### src/rtl/assert_macros.svh
// ---------------------------------------------------------------------------
// assert_macros.svh
// Shared concurrent assertion macros for the cell id parser RTL.
// ---------------------------------------------------------------------------
`ifndef ASSERT_MACROS_SVH
`define ASSERT_MACROS_SVH

// Property checked at every rising edge, disabled while reset is held.
`define ASSERT_AT(lbl, clk, rst_n, prop, msg) \
  lbl: assert property (@(posedge clk) disable iff (!rst_n) prop) else $error(msg);

// Condition that must never be seen at a rising edge.
`define ASSERT_NEVER(lbl, clk, rst_n, cond, msg) \
  `ASSERT_AT(lbl, clk, rst_n, !(cond), msg)

`endif

### src/rtl/rcid_pkg.sv
// ---------------------------------------------------------------------------
// rcid_pkg
// Types and constants shared by the row/column cell id parser modules.
// ---------------------------------------------------------------------------
`default_nettype none

package rcid_pkg;

  // Accumulator width and the width of one step of acc*10+digit
  localparam int unsigned ACC_W  = 31;
  localparam int unsigned WIDE_W = ACC_W + 4;

  // Identifiers shorter than this report bad start
  localparam logic [2:0] MIN_LENGTH = 3'd5;

  localparam logic [7:0] CHAR_R    = 8'h52;
  localparam logic [7:0] CHAR_C    = 8'h43;
  localparam logic [7:0] CHAR_ZERO = 8'h30;
  localparam logic [7:0] CHAR_NINE = 8'h39;

  // Result status codes
  typedef enum logic [2:0] {
    ST_OK        = 3'd0,
    ST_BAD_START = 3'd1,
    ST_NO_ROW    = 3'd2,
    ST_ROW_OVF   = 3'd3,
    ST_MISSING_C = 3'd4,
    ST_NO_COL    = 3'd5,
    ST_COL_OVF   = 3'd6,
    ST_TRAILING  = 3'd7
  } rcid_status_t;

  // Parse phase, one-hot
  typedef enum logic [4:0] {
    PH_START = 5'b00001,
    PH_ROW1  = 5'b00010,
    PH_ROW   = 5'b00100,
    PH_COL1  = 5'b01000,
    PH_COL   = 5'b10000
  } rcid_phase_t;

  typedef struct packed {
    logic [7:0] char_code;
    logic       last_char;
  } rcid_in_t;

  typedef struct packed {
    rcid_status_t     status_code;
    logic [ACC_W-1:0] row_value;
    logic [ACC_W-1:0] column_value;
  } rcid_out_t;

endpackage

`default_nettype wire

### src/rtl/row_column_cell_id_parser.sv
// ---------------------------------------------------------------------------
// row_column_cell_id_parser
// Parses R<digits>C<digits> cell identifiers one character per transfer.
// ---------------------------------------------------------------------------
// Usage:
//   in_*  : one ASCII character per transfer, last_char marks the final one.
//   out_* : one result per identifier (status, row, column), given for the
//           transfer that carried last_char; other characters give nothing.
//   Path: the last character passes the input register, then the result
//   register, and out_valid rises when it lands there.
//   Throughput: one character per cycle while in_ready is high. The
//   per-character path is one shift-and-add accumulate step between the
//   input and result registers.
//   Stall: a held result blocks only a following last character; ordinary
//   characters keep flowing into the parse state. in_ready drops only while
//   such a last character waits for the result register.
//   Reset: synchronous active-low rst_n empties both registers and puts the
//   parser at the start of an identifier.
// ---------------------------------------------------------------------------
`default_nettype none
`include "assert_macros.svh"

module row_column_cell_id_parser
  import rcid_pkg::*;
(
  input  wire logic      clk,
  input  wire logic      rst_n,
  input  wire logic      in_valid,
  output logic           in_ready,
  input  wire rcid_in_t  in_data,
  output logic           out_valid,
  input  wire logic      out_ready,
  output rcid_out_t      out_data
);

  logic      in_valid_r;
  rcid_in_t  in_data_r;
  logic      out_valid_r;
  rcid_out_t out_data_r;
  logic      advance;
  rcid_out_t res;

  // A character moves on unless it is a last one and the result slot is full
  assign advance  = in_valid_r && (!in_data_r.last_char || !out_valid_r || out_ready);
  assign in_ready = !in_valid_r || advance;

  // Input register
  always_ff @(posedge clk) begin
    if (!rst_n) begin
      in_valid_r <= 1'b0;
    end else if (in_valid && in_ready) begin
      in_valid_r <= 1'b1;
    end else if (advance) begin
      in_valid_r <= 1'b0;
    end
  end

  always_ff @(posedge clk) begin
    if (in_valid && in_ready) begin
      in_data_r <= in_data;
    end
  end

  rcid_core u_core (
    .clk    (clk),
    .rst_n  (rst_n),
    .step_i (advance),
    .char_i (in_data_r),
    .res_o  (res)
  );

  // Result register
  always_ff @(posedge clk) begin
    if (!rst_n) begin
      out_valid_r <= 1'b0;
    end else if (advance && in_data_r.last_char) begin
      out_valid_r <= 1'b1;
    end else if (out_ready) begin
      out_valid_r <= 1'b0;
    end
  end

  always_ff @(posedge clk) begin
    if (advance && in_data_r.last_char) begin
      out_data_r <= res;
    end
  end

  assign out_valid = out_valid_r;
  assign out_data  = out_data_r;

  // Assertions
  `ASSERT_AT(a_mid_char_flows, clk, rst_n, in_valid_r && !in_data_r.last_char |-> advance, "non-final character stalled")
  `ASSERT_AT(a_last_lands, clk, rst_n, advance && in_data_r.last_char |=> out_valid_r, "final character gave no result")
  `ASSERT_AT(a_err_zero, clk, rst_n, out_valid_r && out_data_r.status_code != ST_OK |-> out_data_r.row_value == '0 && out_data_r.column_value == '0, "nonzero values with error status")

endmodule

`default_nettype wire

### src/rtl/rcid_digit_acc.sv
// ---------------------------------------------------------------------------
// rcid_digit_acc
// One decimal accumulate step: acc*10 + digit by shift-and-add, with an
// overflow flag when the result leaves the 31-bit range.
// ---------------------------------------------------------------------------
`default_nettype none

module rcid_digit_acc
  import rcid_pkg::*;
(
  input  wire logic [ACC_W-1:0] acc_i,
  input  wire logic [3:0]       digit_i,
  output logic      [ACC_W-1:0] sum_o,
  output logic                  ovf_o
);

  logic [WIDE_W-1:0] acc_wide;
  logic [WIDE_W-1:0] sum_wide;

  // acc*8 + acc*2 + digit
  assign acc_wide = {4'b0000, acc_i};
  assign sum_wide = (acc_wide << 3) + (acc_wide << 1) + {{(WIDE_W-4){1'b0}}, digit_i};

  assign sum_o = sum_wide[ACC_W-1:0];
  assign ovf_o = |sum_wide[WIDE_W-1:ACC_W];

endmodule

`default_nettype wire

### src/rtl/rcid_core.sv
// ---------------------------------------------------------------------------
// rcid_core
// Parse state, error latch, length counter and accumulators. Takes one
// character per step and forms the result on the last character.
// ---------------------------------------------------------------------------
`default_nettype none
`include "assert_macros.svh"

module rcid_core
  import rcid_pkg::*;
(
  input  wire logic      clk,
  input  wire logic      rst_n,
  input  wire logic      step_i,
  input  wire rcid_in_t  char_i,
  output rcid_out_t      res_o
);

  rcid_phase_t      phase_r, phase_nxt;
  rcid_status_t     err_r, err_nxt;
  logic [ACC_W-1:0] row_r, row_nxt;
  logic [ACC_W-1:0] col_r, col_nxt;
  logic [2:0]       len_r, len_nxt;

  logic             is_digit;
  logic             sel_col;
  logic [ACC_W-1:0] acc_in;
  logic [ACC_W-1:0] acc_sum;
  logic             acc_ovf;
  rcid_status_t     status;

  // Shared accumulate unit: row in row phases, column in column phases
  assign sel_col = (phase_r == PH_COL1) || (phase_r == PH_COL);
  assign acc_in  = sel_col ? col_r : row_r;

  rcid_digit_acc u_acc (
    .acc_i   (acc_in),
    .digit_i (char_i.char_code[3:0]),
    .sum_o   (acc_sum),
    .ovf_o   (acc_ovf)
  );

  // Next state for the current character
  always_comb begin
    is_digit  = char_i.char_code inside {[CHAR_ZERO:CHAR_NINE]};
    phase_nxt = phase_r;
    err_nxt   = err_r;
    row_nxt   = row_r;
    col_nxt   = col_r;
    len_nxt   = (len_r < MIN_LENGTH) ? len_r + 3'd1 : len_r;

    if (err_r == ST_OK) begin
      case (phase_r)
        PH_START: begin
          if (char_i.char_code == CHAR_R) phase_nxt = PH_ROW1;
          else                            err_nxt   = ST_BAD_START;
        end
        PH_ROW1: begin
          if (!is_digit)    err_nxt = ST_NO_ROW;
          else if (acc_ovf) err_nxt = ST_ROW_OVF;
          else begin
            row_nxt   = acc_sum;
            phase_nxt = PH_ROW;
          end
        end
        PH_ROW: begin
          if (is_digit) begin
            if (acc_ovf) err_nxt = ST_ROW_OVF;
            else         row_nxt = acc_sum;
          end else if (char_i.char_code == CHAR_C) begin
            phase_nxt = PH_COL1;
          end else begin
            err_nxt = ST_MISSING_C;
          end
        end
        PH_COL1: begin
          if (!is_digit)    err_nxt = ST_NO_COL;
          else if (acc_ovf) err_nxt = ST_COL_OVF;
          else begin
            col_nxt   = acc_sum;
            phase_nxt = PH_COL;
          end
        end
        PH_COL: begin
          if (is_digit) begin
            if (acc_ovf) err_nxt = ST_COL_OVF;
            else         col_nxt = acc_sum;
          end else begin
            err_nxt = ST_TRAILING;
          end
        end
        default: err_nxt = ST_BAD_START;
      endcase
    end
  end

  // Final status from the updated state
  always_comb begin
    if (len_nxt < MIN_LENGTH) begin
      status = ST_BAD_START;
    end else if (err_nxt != ST_OK) begin
      status = err_nxt;
    end else begin
      case (phase_nxt)
        PH_ROW1: status = ST_NO_ROW;
        PH_ROW:  status = ST_MISSING_C;
        PH_COL1: status = ST_NO_COL;
        PH_COL:  status = ST_OK;
        default: status = ST_BAD_START;
      endcase
    end
  end

  assign res_o.status_code  = status;
  assign res_o.row_value    = (status == ST_OK) ? row_nxt : '0;
  assign res_o.column_value = (status == ST_OK) ? col_nxt : '0;

  // State update; the last character returns everything to reset values
  always_ff @(posedge clk) begin
    if (!rst_n || (step_i && char_i.last_char)) begin
      phase_r <= PH_START;
      err_r   <= ST_OK;
      row_r   <= '0;
      col_r   <= '0;
      len_r   <= '0;
    end else if (step_i) begin
      phase_r <= phase_nxt;
      err_r   <= err_nxt;
      row_r   <= row_nxt;
      col_r   <= col_nxt;
      len_r   <= len_nxt;
    end
  end

  // Assertions
  `ASSERT_AT(a_last_clears, clk, rst_n, step_i && char_i.last_char |=> phase_r == PH_START && err_r == ST_OK && len_r == 3'd0, "state not cleared after last character")
  `ASSERT_AT(a_err_sticky, clk, rst_n, err_r != ST_OK && !(step_i && char_i.last_char) |=> $stable(err_r), "latched error changed")
  `ASSERT_NEVER(a_len_sat, clk, rst_n, len_r > MIN_LENGTH, "length count past saturation")

endmodule

`default_nettype wire

### config.mk
export PLATFORM = sky130hd
export DESIGN_NAME = row_column_cell_id_parser
export DESIGN_NICKNAME = d
export VERILOG_FILES = /design/src/rtl/rcid_pkg.sv /design/src/rtl/row_column_cell_id_parser.sv /design/src/rtl/rcid_digit_acc.sv /design/src/rtl/rcid_core.sv
export VERILOG_INCLUDE_DIRS = /design/src /design/src/rtl
export SDC_FILE = /design/constraint.sdc
export NUM_CORES = 1
export LEC_CHECK = 0
export BUFFER_PORTS_ARGS = -buffer_cell sky130_fd_sc_hd__buf_2
export CORE_MARGIN = 1
export CORE_UTILIZATION = 40
export CTS_CLUSTER_DIAMETER = 100
export DETAILED_ROUTE_END_ITERATION = 16
export SETUP_SLACK_MARGIN = 0.05
export SLEW_MARGIN = 20
export SYNTH_ARGS = -nofsm -noshare
export SYNTH_HDL_FRONTEND = slang
export SYNTH_HIERARCHICAL = 1
export SYNTH_SLANG_ARGS = --single-unit
### constraint.sdc
create_clock -name clk -period 14.7 [get_ports clk]
set_input_delay 1.47 -clock clk [delete_from_list [all_inputs] [get_ports clk]]
set_output_delay 1.47 -clock clk [all_outputs]
set_load 0.01 [all_outputs]
* Word level (Yosys, flattened, before mapping) *
Cells that the tools add are included.

word-level totals
  register bits = 149
  bits of input ports = 13
  output and inout port bits = 67
  word-level logic and storage cells = 87

operators by class
  $add $sub $neg = 3
  $lt $le $gt $ge = 4
  equal/unequal tests = 11
  multiplexer cells = 36
  reductions and logical operators = 21

operators by type and width
  cell                                                                                 count
  31-bit 2-to-1 mux                                                                    9
  5-bit 2-to-1 mux                                                                     8
  3-bit 2-to-1 mux                                                                     12
  34-bit by 32-bit adder with 35-bit output                                            1
  35-bit by 4-bit adder with 35-bit output                                             1
  5-bit one-hot mux with 4 select lines                                                1
  8-bit by 7-bit equality test with 1-bit output, second input constant                2
  3-bit one-hot mux with 5 select lines                                                1
  3-bit one-hot mux with 4 select lines                                                1
  5-bit by 2-bit equality test with 1-bit output, second input constant                2
  5-bit by 3-bit equality test with 1-bit output, second input constant                2
  5-bit by 4-bit equality test with 1-bit output, second input constant                2
  5-bit equality test, second input constant                                           2
  8-bit by 6-bit greater-or-equal comparator with 1-bit output, second input constant  1
  8-bit by 6-bit <= comparator with 1-bit output, second input constant                1
  3-bit logical NOT                                                                    2
  3-bit less-than comparator, second input constant                                    2
  5-bit by 1-bit equality test with 1-bit output, second input constant                1
  1-bit logical OR                                                                     5
  1-bit logical AND                                                                    4
  1-bit logical NOT                                                                    4
  1-bit 2-to-1 mux                                                                     4
  2-bit nonzero test                                                                   2
  2-bit OR reduction                                                                   2
  other kinds (3)                                                                      3

* Logic depth before layout (Yosys ltp) *
Gate-level depths: netlist of run 1.

  word-level depth = 15
  gate-level depth with buffers = 25
  gate-level depth less buffers = 21

* Modules after synthesis *
The synthesis of run 1 kept the hierarchy.

by module, submodules not included
  module                     instances  cells each  area each (um^2)  seq. area each (um^2)
  rcid_core                  1          584         5087.4            1461.4
  row_column_cell_id_parser  1          86          2339.7            2262.2
  rcid_digit_acc             1          272         2070.7            0.0

* Least setup slack after synthesis of run 1 *
Ideal clock, no wire load.

  kind = register to register
  start = register u_core.phase_r[3]
  end = register out_data_r (netlist bit out_data[0]), data pin
  setup time = 265 ps
  arrival time = 5477 ps
  data required time = 14435 ps
  slack = 8958 ps
  cell stages (with the launch flop) = 24
  buffers on the path = 3
  clock period less this slack = 5742 ps
  path through = dfxtp_1 -> buf_4 -> xor2_1 -> nand3b_2 -> buf_1 -> mux2_2 -> ha_1 -> ha_1 -> fa_1 -> a21oi_2 -> nand4b_1 -> nand3_1 -> and3_1 -> a221o_1 -> a31oi_4 -> a2bb2oi_2 -> nand4_1 -> inv_1 -> nand3_1 -> a311o_1 -> a32o_1 -> xor2_1 -> buf_2 -> a211oi_2

on the way
  cells in the longest elaborated chain, start to end = 15
  elaborated cells between the ends (all ways) = 41
  classes of those cells = add/sub (2); eq/ne (9); mux (25); reduce/logical (5)

RTL lines
  element                                                                                line                              source
  start: declaration                                                                     rcid_core.sv:19                   rcid_phase_t phase_r, phase_nxt;
  start signal: assignment                                                               rcid_core.sv:127                  phase_r <= phase_nxt;
  5-bit by 4-bit equality test with 1-bit output or 5-bit equality test (tied branches)  rcid_core.sv:33                   assign sel_col = (phase_r == PH_COL1) || (phase_r == PH_COL);
  1-bit logical OR (*)                                                                   rcid_core.sv:33
  31-bit 2-to-1 mux (*)                                                                  rcid_core.sv:34                   assign acc_in = sel_col ? col_r : row_r;
  named net u_core.acc_in[1]                                                             rcid_core.sv:27                   logic [ACC_W-1:0] acc_in;
  34-bit by 32-bit adder with 35-bit output (*)                                          rcid_digit_acc.sv:22              assign sum_wide = (acc_wide << 3) + (acc_wide << 1) + {{(WIDE_W-4){1'b0}}, digit_i};
  35-bit by 4-bit adder with 35-bit output (*)                                           rcid_digit_acc.sv:22
  4-bit OR reduction (*)                                                                 rcid_digit_acc.sv:25              assign ovf_o = |sum_wide[WIDE_W-1:ACC_W];
  named net u_core.acc_ovf                                                               rcid_core.sv:29                   logic acc_ovf;
  5-bit 2-to-1 mux (on tied branches)                                                    rcid_core.sv:78, rcid_core.sv:60
  5-bit 2-to-1 mux (on tied branches)                                                    rcid_core.sv:77, rcid_core.sv:59
  5-bit one-hot mux with 4 select lines                                                  rcid_core.sv:53                   case (phase_r)
  5-bit 2-to-1 mux                                                                       rcid_core.sv:52                   if (err_r == ST_OK) begin
  5-bit equality test (tied with other cells)                                            rcid_core.sv:104                  case (phase_nxt)
  3-bit one-hot mux with 4 select lines                                                  rcid_core.sv:104
  3-bit 2-to-1 mux                                                                       rcid_core.sv:101                  end else if (err_nxt != ST_OK) begin
  3-bit 2-to-1 mux                                                                       rcid_core.sv:99                   if (len_nxt < MIN_LENGTH) begin
  3-bit logical NOT                                                                      rcid_core.sv:116                  assign res_o.column_value = (status == ST_OK) ? col_nxt : '0;
  end signal: assignment                                                                 row_column_cell_id_parser.sv:85   out_data_r <= res;
  end: declaration                                                                       row_column_cell_id_parser.sv:39   rcid_out_t out_data_r;

Mark *: on every way through the listed nets, which the timed path passes. The rest lies on a longest branch.
A chain may end at the register's enable or synchronous reset.

* Worst setup path after layout of run 1 *
  start = register u_core.phase_r[3]
  end = register u_core.row_r[24]

on the way
  cells in the longest elaborated chain, start to end = 10
  elaborated cells between the ends (all ways) = 14
  classes of those cells = add/sub (2); eq/ne (4); mux (5); reduce/logical (3)

RTL lines
  element                                                                                line                              source
  5-bit by 4-bit equality test with 1-bit output or 5-bit equality test (tied branches)  rcid_core.sv:33
  1-bit logical OR (*)                                                                   rcid_core.sv:33
  31-bit 2-to-1 mux (*)                                                                  rcid_core.sv:34
  named net u_core.acc_in[1]                                                             rcid_core.sv:27
  34-bit by 32-bit adder with 35-bit output (*)                                          rcid_digit_acc.sv:22
  35-bit by 4-bit adder with 35-bit output (*)                                           rcid_digit_acc.sv:22
  4-bit OR reduction (*)                                                                 rcid_digit_acc.sv:25
  named net u_core.acc_ovf                                                               rcid_core.sv:29
  31-bit 2-to-1 mux (*)                                                                  rcid_core.sv:60, rcid_core.sv:68
  31-bit 2-to-1 mux (*)                                                                  rcid_core.sv:59                   if (!is_digit) err_nxt = ST_NO_ROW;
  31-bit 2-to-1 mux (*)                                                                  n/a
  31-bit 2-to-1 mux (*)                                                                  rcid_core.sv:52
  end signal: assignment                                                                 rcid_core.sv:129                  row_r <= row_nxt;
  end: declaration                                                                       rcid_core.sv:21                   logic [ACC_W-1:0] row_r, row_nxt;

Marks and branches as above.

==> results of run 1 <==
-- Yosys cell counts, drive strengths merged, types with 3 or more instances --
cell type | n | area (µm²)
nor3 | 11 | 60.1
mux2i | 65 | 651
a311oi | 3 | 26.3
edfxtp | 74 | 2220
nand4 | 8 | 65.1
o21bai | 4 | 30.0
nor2 | 40 | 153
and3 | 4 | 25.0
nand4b | 3 | 41.3
buf | 33 | 245
nor4 | 7 | 50.1
o21ai | 24 | 124
a21boi | 5 | 37.5
inv | 16 | 60.1
a2111oi | 3 | 33.8
a21oi | 93 | 469
mux2 | 31 | 349
nand3b | 5 | 45.0
dfxtp | 75 | 1500
a31oi | 5 | 46.3
and2 | 5 | 31.3
ha | 62 | 776
a21o | 13 | 97.6
nand2b | 6 | 37.5
nand2 | 164 | 616
a41oi | 4 | 35.0
a211oi | 68 | 816
xnor2 | 19 | 166
clkbuf | 30 | 113
nand3 | 9 | 45.0
xor2 | 12 | 105
-- critical path, cell delays in order, from the launching register on --
cell and delay, ns:
dfxtp_1 0.71, xor2_1 0.23, nand3b_2 0.72, mux2_2 0.59
ha_1 0.30, ha_1 0.23, fa_1 0.48, a21oi_2 0.15
nand4b_1 0.16, nand3_1 0.11, and3_1 0.20, a221o_1 0.38
a31oi_4 0.25, a2bb2oi_2 0.15, nand4_1 0.09, inv_1 0.10
nand3_1 0.28, nor4_4 0.28, buf_4 0.53, and2_0 0.87
buf_4 0.40, nand2_1 0.09, a21oi_1 0.16
-- per-stage QoR --
step,utilization,hold WS (ns)
2_1_floorplan,-,0.445
3_3_place_gp,0.431,0.453
3_5_place_dp,0.431,0.459
4_1_cts,0.457,0.468
5_1_grt,0.457,0.483
6_report,0.457,0.468
-- power by group through the flow --
stage	clock [mW]	combinational, mW	sequential, mW
global placement	0	0.0308	0.451
floorplan	0	0.0219	0.452
CTS	0.472	0.0311	0.442
detailed placement	0	0.0311	0.451
global route	0.487	0.0336	0.443
finish	0.463	0.0309	0.442
-- path summary, 6_finish.rpt --
| kind | slack [ns] | endpoint | startpoint |
|---|---|---|---|
| max | 7.12 | u_core/row_r[24]$_SDFFE_PP0P_ | u_core/phase_r[3]$_SDFFE_PP0P_ |
| min | 0.47 | u_core/row_r[6]$_SDFFE_PP0P_ | u_core/row_r[6]$_SDFFE_PP0P_ |
| max reg2reg | 7.12 | u_core/row_r[24]$_SDFFE_PP0P_ | u_core/phase_r[3]$_SDFFE_PP0P_ |
| min reg2reg | 0.47 | u_core/row_r[6]$_SDFFE_PP0P_ | u_core/row_r[6]$_SDFFE_PP0P_ |
-- cells by family (layout without fill, tap and decap cells) --
logic type | count (synthesis) | in the layout
compound gates | 244 | 244
xor+xnor | 31 | 31
fa+ha+maj | 64 | 64
buf+inv | 79 | 139
flops | 149 | 149
mux | 96 | 96
simple gates | 279 | 279
-- sequential cells by signal (all words and copies together), names as in the netlist, named ones only --
name	cells
in_data_r	9
in_valid_r	1
out_data	65
out_valid	1
u_core/col_r	31
u_core/err_r	3
u_core/len_r	1
u_core/phase_r	5
u_core/row_r	31
-- layer usage --
layer	track usage	up-vias	routed length, µm
met5	0	-	0
met4	0.0500	0	236
met3	0.0339	12	749
met2	0.303	142	10200
met1	0.247	3444	10500
li1	-	3564	-
-- layout make-up --
cell class | instances | area, µm²
fillers | 2299 | 12700
multi-input cells | 714 | 5410
flip-flops and latches | 149 | 3720
repair buffers | 91 | 485
clock buffers | 20 | 457
well taps | 319 | 399
clock inverters | 12 | 169
inverters | 16 | 60.1
==> impl_metrics.csv, run 1 <==
group,metric,value,unit
placed_design,postPlaceCellArea,10100,µm²
status,outcome,"finished, final reports clean",
logic_synthesis,number_of_synthesized_flops_with_an_enable_pin,74,
clock_tree,tritoncts,"yes",
placed_design,numPlacedInstances,1289,
timing,slew-limit-headroom,0.282,
timing,timing.final.max_slew_violations,0,
logic_synthesis,synthesis.nets,1019,
power,static-leakage-power,4.00,nW
drt,detail_route.wl_per_cell,16.4,µm
cells_and_area,fraction_of_final_layout_cells_sized_beyond_drive_strength_1,0.236,
clock_tree,cts_hold_repair.buffers,0,
power,power.share.combinational,0.033,
power,vdd.ir_drop.worst,0.0652,mV
clock_tree,post_cts_resized,0,
cells_and_area,layout_common_cells,"nand2_1, a21oi_1, buf_2",
floorplanning,initial_core_util,0.406,
timing,layout_setup_ws,7.12,ns
placed_design,place_hpwl,15200,µm
clock_tree,cts.htree.levels,4,
clock_tree,clk_pin_slew_worst_paths,0.07,ns
timing,setup-violations-final,0,
logic_synthesis,postSynthCellCount,942,
power,internal_power,0.727,mW
cells_and_area,fin_nets,1066,
cells_and_area,final_cell_area,10700,µm²
power,clkPwrFrac,0.495,
timing,fin_worst_skew,0.0195,ns
cells_and_area,mostFrequentLayoutCell,"nand2_1",
timing,fin_crit_sh,0.515,
timing,totalNegativeSetupSlack,0,ns
critical_path,critPathKind,"reg -> reg",
logic_synthesis,synthFlopType,"dfxtp_1",
floorplanning,die_w,156,µm
run,maxCapViolations,0,
placed_design,place_congestion,0.883,
clock_tree,cts.sink_count,149,
critical_path,timing.critical_path.from_type,"register",
drt,via_count,7162,
placed_design,port_buffers,79,
critical_path,crit_required,15.05,ns
floorplanning,top_level_port_count,80,
hold_path,worst_hold_path_type,"reg -> reg",
drt,drc,0,
drt,via_cell_ratio,5.42,
power,report.power.total,0.936,mW
clock_tree,clock_latency,0.44,ns
global_routing,grt_total_usage,0.185,
floorplanning,fp.coreArea,23400,µm²
timing,hold_viol,0,
global_routing,grt_pass1_vias,6905,
power,sw_frac_of_total,0.223,
clock_tree,post-cts-setup-buffer-count,0,
drt,detail_route.first_pass.iterations,4,
global_routing,grt_max_degree,74,
global_routing,grt_antenna_before_repair,0,
critical_path,worstPathArrival,7.92,ns
drt,iter_0_drt_violations,457,
logic_synthesis,synth_mux_area_frac,0.105,
cells_and_area,fin_cells,1321,
clock_tree,cts_inserted_buffers,17,
logic_synthesis,postSynth.asyncResetShare,0,
timing,maxClockFrequency,132,MHz
logic_synthesis,synth_xor_area_frac,0.0286,
logic_synthesis,combinational_family_with_the_most_area_after_synthesis,"compound AO/OA/AOI/OAI gates",
floorplanning,placement_rows,56,
logic_synthesis,synth-simple-area-share,0.141,
logic_synthesis,yosys_warnings,6,
hold_path,worstHoldPathCells,2,
critical_path,critPathCaptureType,"register",
critical_path,timing.reg2reg.worst_path_depth,22,
floorplanning,chipHeight,156,µm
critical_path,worst-path-max-fanout,34,
logic_synthesis,netlist_area,9500,µm²
power,switching_power,0.209,mW
logic_synthesis,syn_avg_cell_area,10.1,µm²
timing,min_period,7.58,ns
logic_synthesis,synth_compound_gate_area_share,0.203,
clock_tree,cts_buffer_depth,2,
global_routing,grt_overflow,0,
cells_and_area,area_delta_synth_final,12.7,%
power,power.share.sequential,0.472,
logic_synthesis,synth-adder-area-share,0.0859,
placed_design,detailedPlace.worstSlack,7.17,ns
drt,drt.antenna.violating_nets,0,
floorplanning,floorplan.die_area,24400,µm²
drt,drt_wl_total,21600,µm
logic_synthesis,synth-seq-cells,149,
cells_and_area,n_antenna_cell,0,
global_routing,grt_pass1_wl,35800,µm
timing,worst-slew-pin-transition,1.08,ns
logic_synthesis,synth_sequential_area_ratio,0.392,
logic_synthesis,synth_cell_types,80,
timing,grt_setup_unrepaired,"false",
clock_tree,cts_root_buf,"clkbuf_16",
power,power-per-cell-area,87.5,nW/µm²
(Power assumes the default switching activity.)
==> inputs of run 2 (changes only) <==
clock period = 7.7 ns   (was 14.7 ns; I/O delays follow)
==> impl_metrics.csv, run 2 (same netlist as run 1, synthesis figures left out) <==
group,metric,value,unit
status,outcome,"finished, final reports clean",
critical_path,r2r_start,"u_core/phase_r[3]$_SDFFE_PP0P_",
timing,fin_crit_sh,0.883,
critical_path,critPathKind,"reg -> reg",
power,vdd.ir_drop.worst,0.123,mV
power,sw_frac_of_total,0.246,
drt,drc,0,
cells_and_area,area_delta_synth_final,12.7,%
timing,slew-limit-headroom,0.472,
cells_and_area,layout_common_cells,"nand2_1, a21oi_1, buf_2",
timing,min_period,6.80,ns
global_routing,grt_max_degree,74,
clock_tree,cts.sink_count,149,
cells_and_area,fraction_of_final_layout_cells_sized_beyond_drive_strength_1,0.240,
timing,totalNegativeSetupSlack,0,ns
placed_design,place_congestion,0.882,
run,maxCapViolations,0,
critical_path,crit_start,"u_core/phase_r[3]$_SDFFE_PP0P_",
power,static-leakage-power,3.99,nW
floorplanning,fp.coreArea,23400,µm²
hold_path,worst_hold_path_type,"reg -> reg",
clock_tree,tritoncts,"yes",
cells_and_area,fin_nets,1070,
cells_and_area,mostFrequentLayoutCell,"nand2_1",
timing,hold_viol,0,
power,power.share.sequential,0.484,
hold_path,worstHoldEndpoint,"u_core/row_r[1]$_SDFFE_PP0P_",
floorplanning,die_w,156,µm
drt,detail_route.wl_per_cell,16.8,µm
clock_tree,cts.htree.levels,4,
hold_path,min_from,"u_core/row_r[1]$_SDFFE_PP0P_",
floorplanning,initial_core_util,0.406,
power,power-per-cell-area,163,nW/µm²
drt,via_cell_ratio,5.47,
global_routing,grt_pass1_vias,7068,
critical_path,timing.rr.end,"out_data[48]$_DFFE_PP_",
global_routing,grt_pass1_wl,36600,µm
floorplanning,chipHeight,156,µm
clock_tree,cts_root_buf,"clkbuf_16",
power,power.share.combinational,0.034,
global_routing,grt_total_usage,0.190,
critical_path,timing.critical_path.from_type,"register",
timing,grt_setup_unrepaired,"false",
cells_and_area,n_antenna_cell,0,
critical_path,worstPathArrival,6.95,ns
floorplanning,floorplan.die_area,24400,µm²
critical_path,timing.reg2reg.worst_path_depth,21,
clock_tree,cts_buffer_depth,2,
cells_and_area,max_ffs_per_register,65,
drt,via_count,7245,
drt,iter_0_drt_violations,587,
critical_path,timing.reg2reg.setup_slack,0.90,ns
global_routing,grt_antenna_before_repair,0,
power,clkPwrFrac,0.482,
timing,timing.final.max_slew_violations,0,
drt,drt.antenna.violating_nets,0,
placed_design,port_buffers,79,
critical_path,crit_required,7.85,ns
power,switching_power,0.428,mW
timing,worst-slew-pin-transition,0.772,ns
floorplanning,placement_rows,56,
critical_path,worst-path-max-fanout,40,
placed_design,place_hpwl,15500,µm
clock_tree,clk_pin_slew_worst_paths,0.06,ns
clock_tree,clock_latency,0.43,ns
timing,maxClockFrequency,147,MHz
timing,setup-violations-final,0,
clock_tree,post_cts_resized,0,
hold_path,worstHoldPathCells,2,
cells_and_area,final_cell_area,10700,µm²
clock_tree,cts_hold_repair.buffers,0,
timing,fin_worst_skew,0.0136,ns
placed_design,postPlaceCellArea,10100,µm²
drt,detail_route.first_pass.iterations,6,
critical_path,critPathCaptureType,"register",
clock_tree,post-cts-setup-buffer-count,0,
power,internal_power,1.32,mW
clock_tree,cts_inserted_buffers,17,
floorplanning,top_level_port_count,80,
global_routing,grt_overflow,0,
drt,drt_wl_total,22300,µm
-- run 2: changes by cell type in the layout (fill, tap and decap cells not counted), sizes merged --
cell | previous run | this run
clkinvlp | 0 | 1
inv | 18 | 25
clkbuf | 20 | 17
buf | 91 | 95
clkinv | 7 | 4
bufinv | 3 | 1
-- run 2: power groups by stage --
stage / logic (mW) / clock network, mW / registers [mW]
final: 0.0596 / 0.840 / 0.844
after global routing: 0.0656 / 0.888 / 0.845
after CTS: 0.0604 / 0.857 / 0.844
after detailed placement: 0.0602 / 0 / 0.862
after global placement: 0.0595 / 0 / 0.862
after floorplan: 0.0418 / 0 / 0.862
-- run 2: cell type report --
cell class | instances | area, µm²
Inverter | 16 | 60.1
Sequential cell | 149 | 3720
Clock inverter | 15 | 158
Fill cell | 2262 | 12700
Multi-Input combinational cell | 714 | 5410
Clock buffer | 17 | 425
Tap cell | 319 | 399
Timing Repair Buffer | 95 | 528
-- run 2: worst max path at each step --
stage / cells after the start / endpoint
after global placement: 21 / out_data[50]$_DFFE_PP_
after detailed placement: 21 / out_data[50]$_DFFE_PP_
after CTS: 21 / out_data[48]$_DFFE_PP_
final: 21 / out_data[48]$_DFFE_PP_
after global routing: 21 / out_data[48]$_DFFE_PP_
after floorplan: 23 / out_data[0]$_DFFE_PP_
-- run 2: per-layer routing --
metal	GRT usage	wire length, µm	up-vias
met2	0.307	10200	186
met5	0	0	-
li1	-	-	3575
met3	0.0356	934	27
met1	0.256	10800	3457
met4	0.0579	344	0
-- run 2: through the flow --
stage / hold WS [ns] / setup WS (ns) / total power, mW / utilization / std cells
global placement: 0.453 / 1.14 / 0.921 / 0.432 / 1293
CTS: 0.470 / 0.951 / 1.76 / 0.457 / 1325
global route: 0.489 / 0.530 / 1.80 / 0.457 / 1325
finish: 0.469 / 0.897 / 1.74 / 0.457 / 1325
detailed placement: 0.459 / 0.963 / 0.922 / 0.432 / 1293
floorplan: 0.445 / 1.96 / 0.904 / - / 942
-- run 2: worst max-delay path, cell delays in order (launching register included) --
cell and delay (ns):
dfxtp_1 0.75, xor2_1 0.22, nand3b_2 0.46, mux2_2 0.49
ha_1 0.31, ha_1 0.23, fa_1 0.48, a21oi_2 0.15
nand4b_1 0.16, nand3_1 0.11, and3_1 0.20, a221o_1 0.38
a31oi_4 0.26, a2bb2oi_2 0.15, nand4_1 0.09, inv_1 0.11
nand3_1 0.28, a311o_1 0.43, a32o_1 0.30, xor2_4 0.17
buf_4 0.53, a211oi_2 0.16
==> inputs of run 3 (changes only) <==
PLACE_DENSITY = 0.61   (was default)
==> impl_metrics.csv, run 3 (same netlist as run 1, synthesis figures left out) <==
group,metric,value,unit
power,power-per-cell-area,168,nW/µm²
floorplanning,floorplan.die_area,24400,µm²
critical_path,worst-path-max-fanout,34,
timing,worst-slew-pin-transition,0.856,ns
power,static-leakage-power,4.03,nW
clock_tree,cts.sink_count,149,
clock_tree,cts_hold_repair.buffers,0,
drt,drc,0,
clock_tree,cts_root_buf,"clkbuf_16",
power,switching_power,0.400,mW
clock_tree,post-cts-setup-buffer-count,0,
global_routing,grt_pass1_vias,6924,
drt,iter_0_drt_violations,434,
placed_design,place_hpwl,15400,µm
clock_tree,clk_pin_slew_worst_paths,0.06,ns
power,sw_frac_of_total,0.222,
placed_design,place_congestion,0.881,
drt,drt_wl_total,22100,µm
drt,via_count,7207,
placed_design,postPlaceCellArea,10100,µm²
timing,fin_crit_sh,0.892,
placed_design,port_buffers,79,
floorplanning,placement_rows,56,
timing,hold_viol,0,
drt,detail_route.first_pass.iterations,5,
timing,maxClockFrequency,146,MHz
power,power.share.combinational,0.033,
global_routing,grt_pass1_wl,36400,µm
floorplanning,initial_core_util,0.406,
cells_and_area,fraction_of_final_layout_cells_sized_beyond_drive_strength_1,0.239,
timing,final.hold.worst_slack,0.469,ns
power,vdd.ir_drop.worst,0.129,mV
cells_and_area,area_delta_synth_final,13.4,%
power,clkPwrFrac,0.499,
cells_and_area,fillerInstances,2261,
timing,min_period,6.87,ns
critical_path,critPathKind,"reg -> reg",
status,outcome,"finished, final reports clean",
cells_and_area,multi_input_comb_area,5410,µm²
placed_design,detailedPlace.worstSlack,0.867,ns
global_routing,grt_max_degree,74,
timing,layout_setup_ws,0.828,ns
run,maxCapViolations,0,
critical_path,timing.critical_path.from_type,"register",
floorplanning,die_w,156,µm
clock_tree,cts.htree.levels,4,
timing,fin_worst_skew,0.0102,ns
cells_and_area,max_ffs_per_register,65,
global_routing,grt_overflow,0,
critical_path,crit_required,7.85,ns
critical_path,worstPathArrival,7.03,ns
cells_and_area,n_antenna_cell,0,
floorplanning,chipHeight,156,µm
drt,detail_route.wl_per_cell,16.6,µm
floorplanning,top_level_port_count,80,
hold_path,worst_hold_path_type,"reg -> reg",
clock_tree,post_cts_resized,0,
clock_tree,cts_buffer_depth,2,
drt,drt.antenna.violating_nets,0,
clock_tree,clock_latency,0.43,ns
cells_and_area,fin_nets,1071,
critical_path,critPathCaptureType,"register",
timing,setup-violations-final,0,
global_routing,grt_total_usage,0.190,
cells_and_area,final_cell_area,10800,µm²
power,internal_power,1.40,mW
cells_and_area,layout_common_cells,"nand2_1, a21oi_1, buf_2",
floorplanning,fp.coreArea,23400,µm²
cells_and_area,mostFrequentLayoutCell,"nand2_1",
clock_tree,tritoncts,"yes",
timing,timing.final.max_slew_violations,0,
critical_path,timing.reg2reg.setup_slack,0.83,ns
timing,totalNegativeSetupSlack,0,ns
drt,via_cell_ratio,5.44,
global_routing,grt_antenna_before_repair,0,
clock_tree,cts_inserted_buffers,17,
timing,grt_setup_unrepaired,"false",
power,power.share.sequential,0.468,
power,report.power.total,1.80,mW
cells_and_area,regArea,3720,µm²
timing,slew-limit-headroom,0.415,
-- run 3: final cells by class --
type	instances	area share
clock buffer	18	0.0399
clock inverter	14	0.0187
inverter	16	0.00558
multi-input combinational	714	0.502
sequential	149	0.346
tap	319	0.0371
timing repair buffer	96	0.0509
-- run 3: layer usage --
metal / share of wire / vias up / GRT usage
met5: 0 / - / 0
li1: - / 3581 / -
met1: 0.49 / 3450 / 0.259
met2: 0.46 / 148 / 0.305
met3: 0.034 / 28 / 0.0317
met4: 0.019 / 0 / 0.0626
-- run 3: critical path, stage by stage (launching register included) --
cell and delay [ns]:
dfxtp_1 0.71, xor2_1 0.24, nand3b_2 0.49, mux2_2 0.49, ha_1 0.30, ha_1 0.23, fa_1 0.48, a21oi_2 0.14
nand4b_1 0.16, nand3_1 0.12, and3_1 0.21, a221o_1 0.39, a31oi_4 0.27, a2bb2oi_2 0.16, nand4_1 0.08, inv_1 0.10
nand3_1 0.30, a311o_1 0.45, a21oi_1 0.24, o211a_4 0.56, buf_12 0.30, a211oi_2 0.11
-- run 3: metrics by stage --
step / utilization / instances
final: 0.460 / 1326
after global routing: 0.460 / 1326
after CTS: 0.460 / 1326
after detailed placement: 0.433 / 1294
after global placement: 0.433 / 1294
after floorplan: - / 942
-- run 3: power groups by stage --
stage                     Clock, mW  Sequential [mW]  Combinational [mW]
final                         0.901            0.844              0.0599
after global routing          0.956            0.845              0.0662
after CTS                     0.923            0.844              0.0608
after detailed placement          0            0.862              0.0605
after global placement            0            0.862              0.0601
after floorplan                   0            0.862              0.0418
-- run 3: path summary, 6_finish.rpt --
kind | cells past startpoint | endpoint | from
worst max-delay path | 21 | out_data[21]$_DFFE_PP_ | u_core/phase_r[3]$_SDFFE_PP0P_
worst min register to register | 2 | u_core/col_r[7]$_SDFFE_PP0P_ | u_core/col_r[7]$_SDFFE_PP0P_
worst min-delay path | 2 | u_core/col_r[7]$_SDFFE_PP0P_ | u_core/col_r[7]$_SDFFE_PP0P_
worst max register to register | 21 | out_data[21]$_DFFE_PP_ | u_core/phase_r[3]$_SDFFE_PP0P_
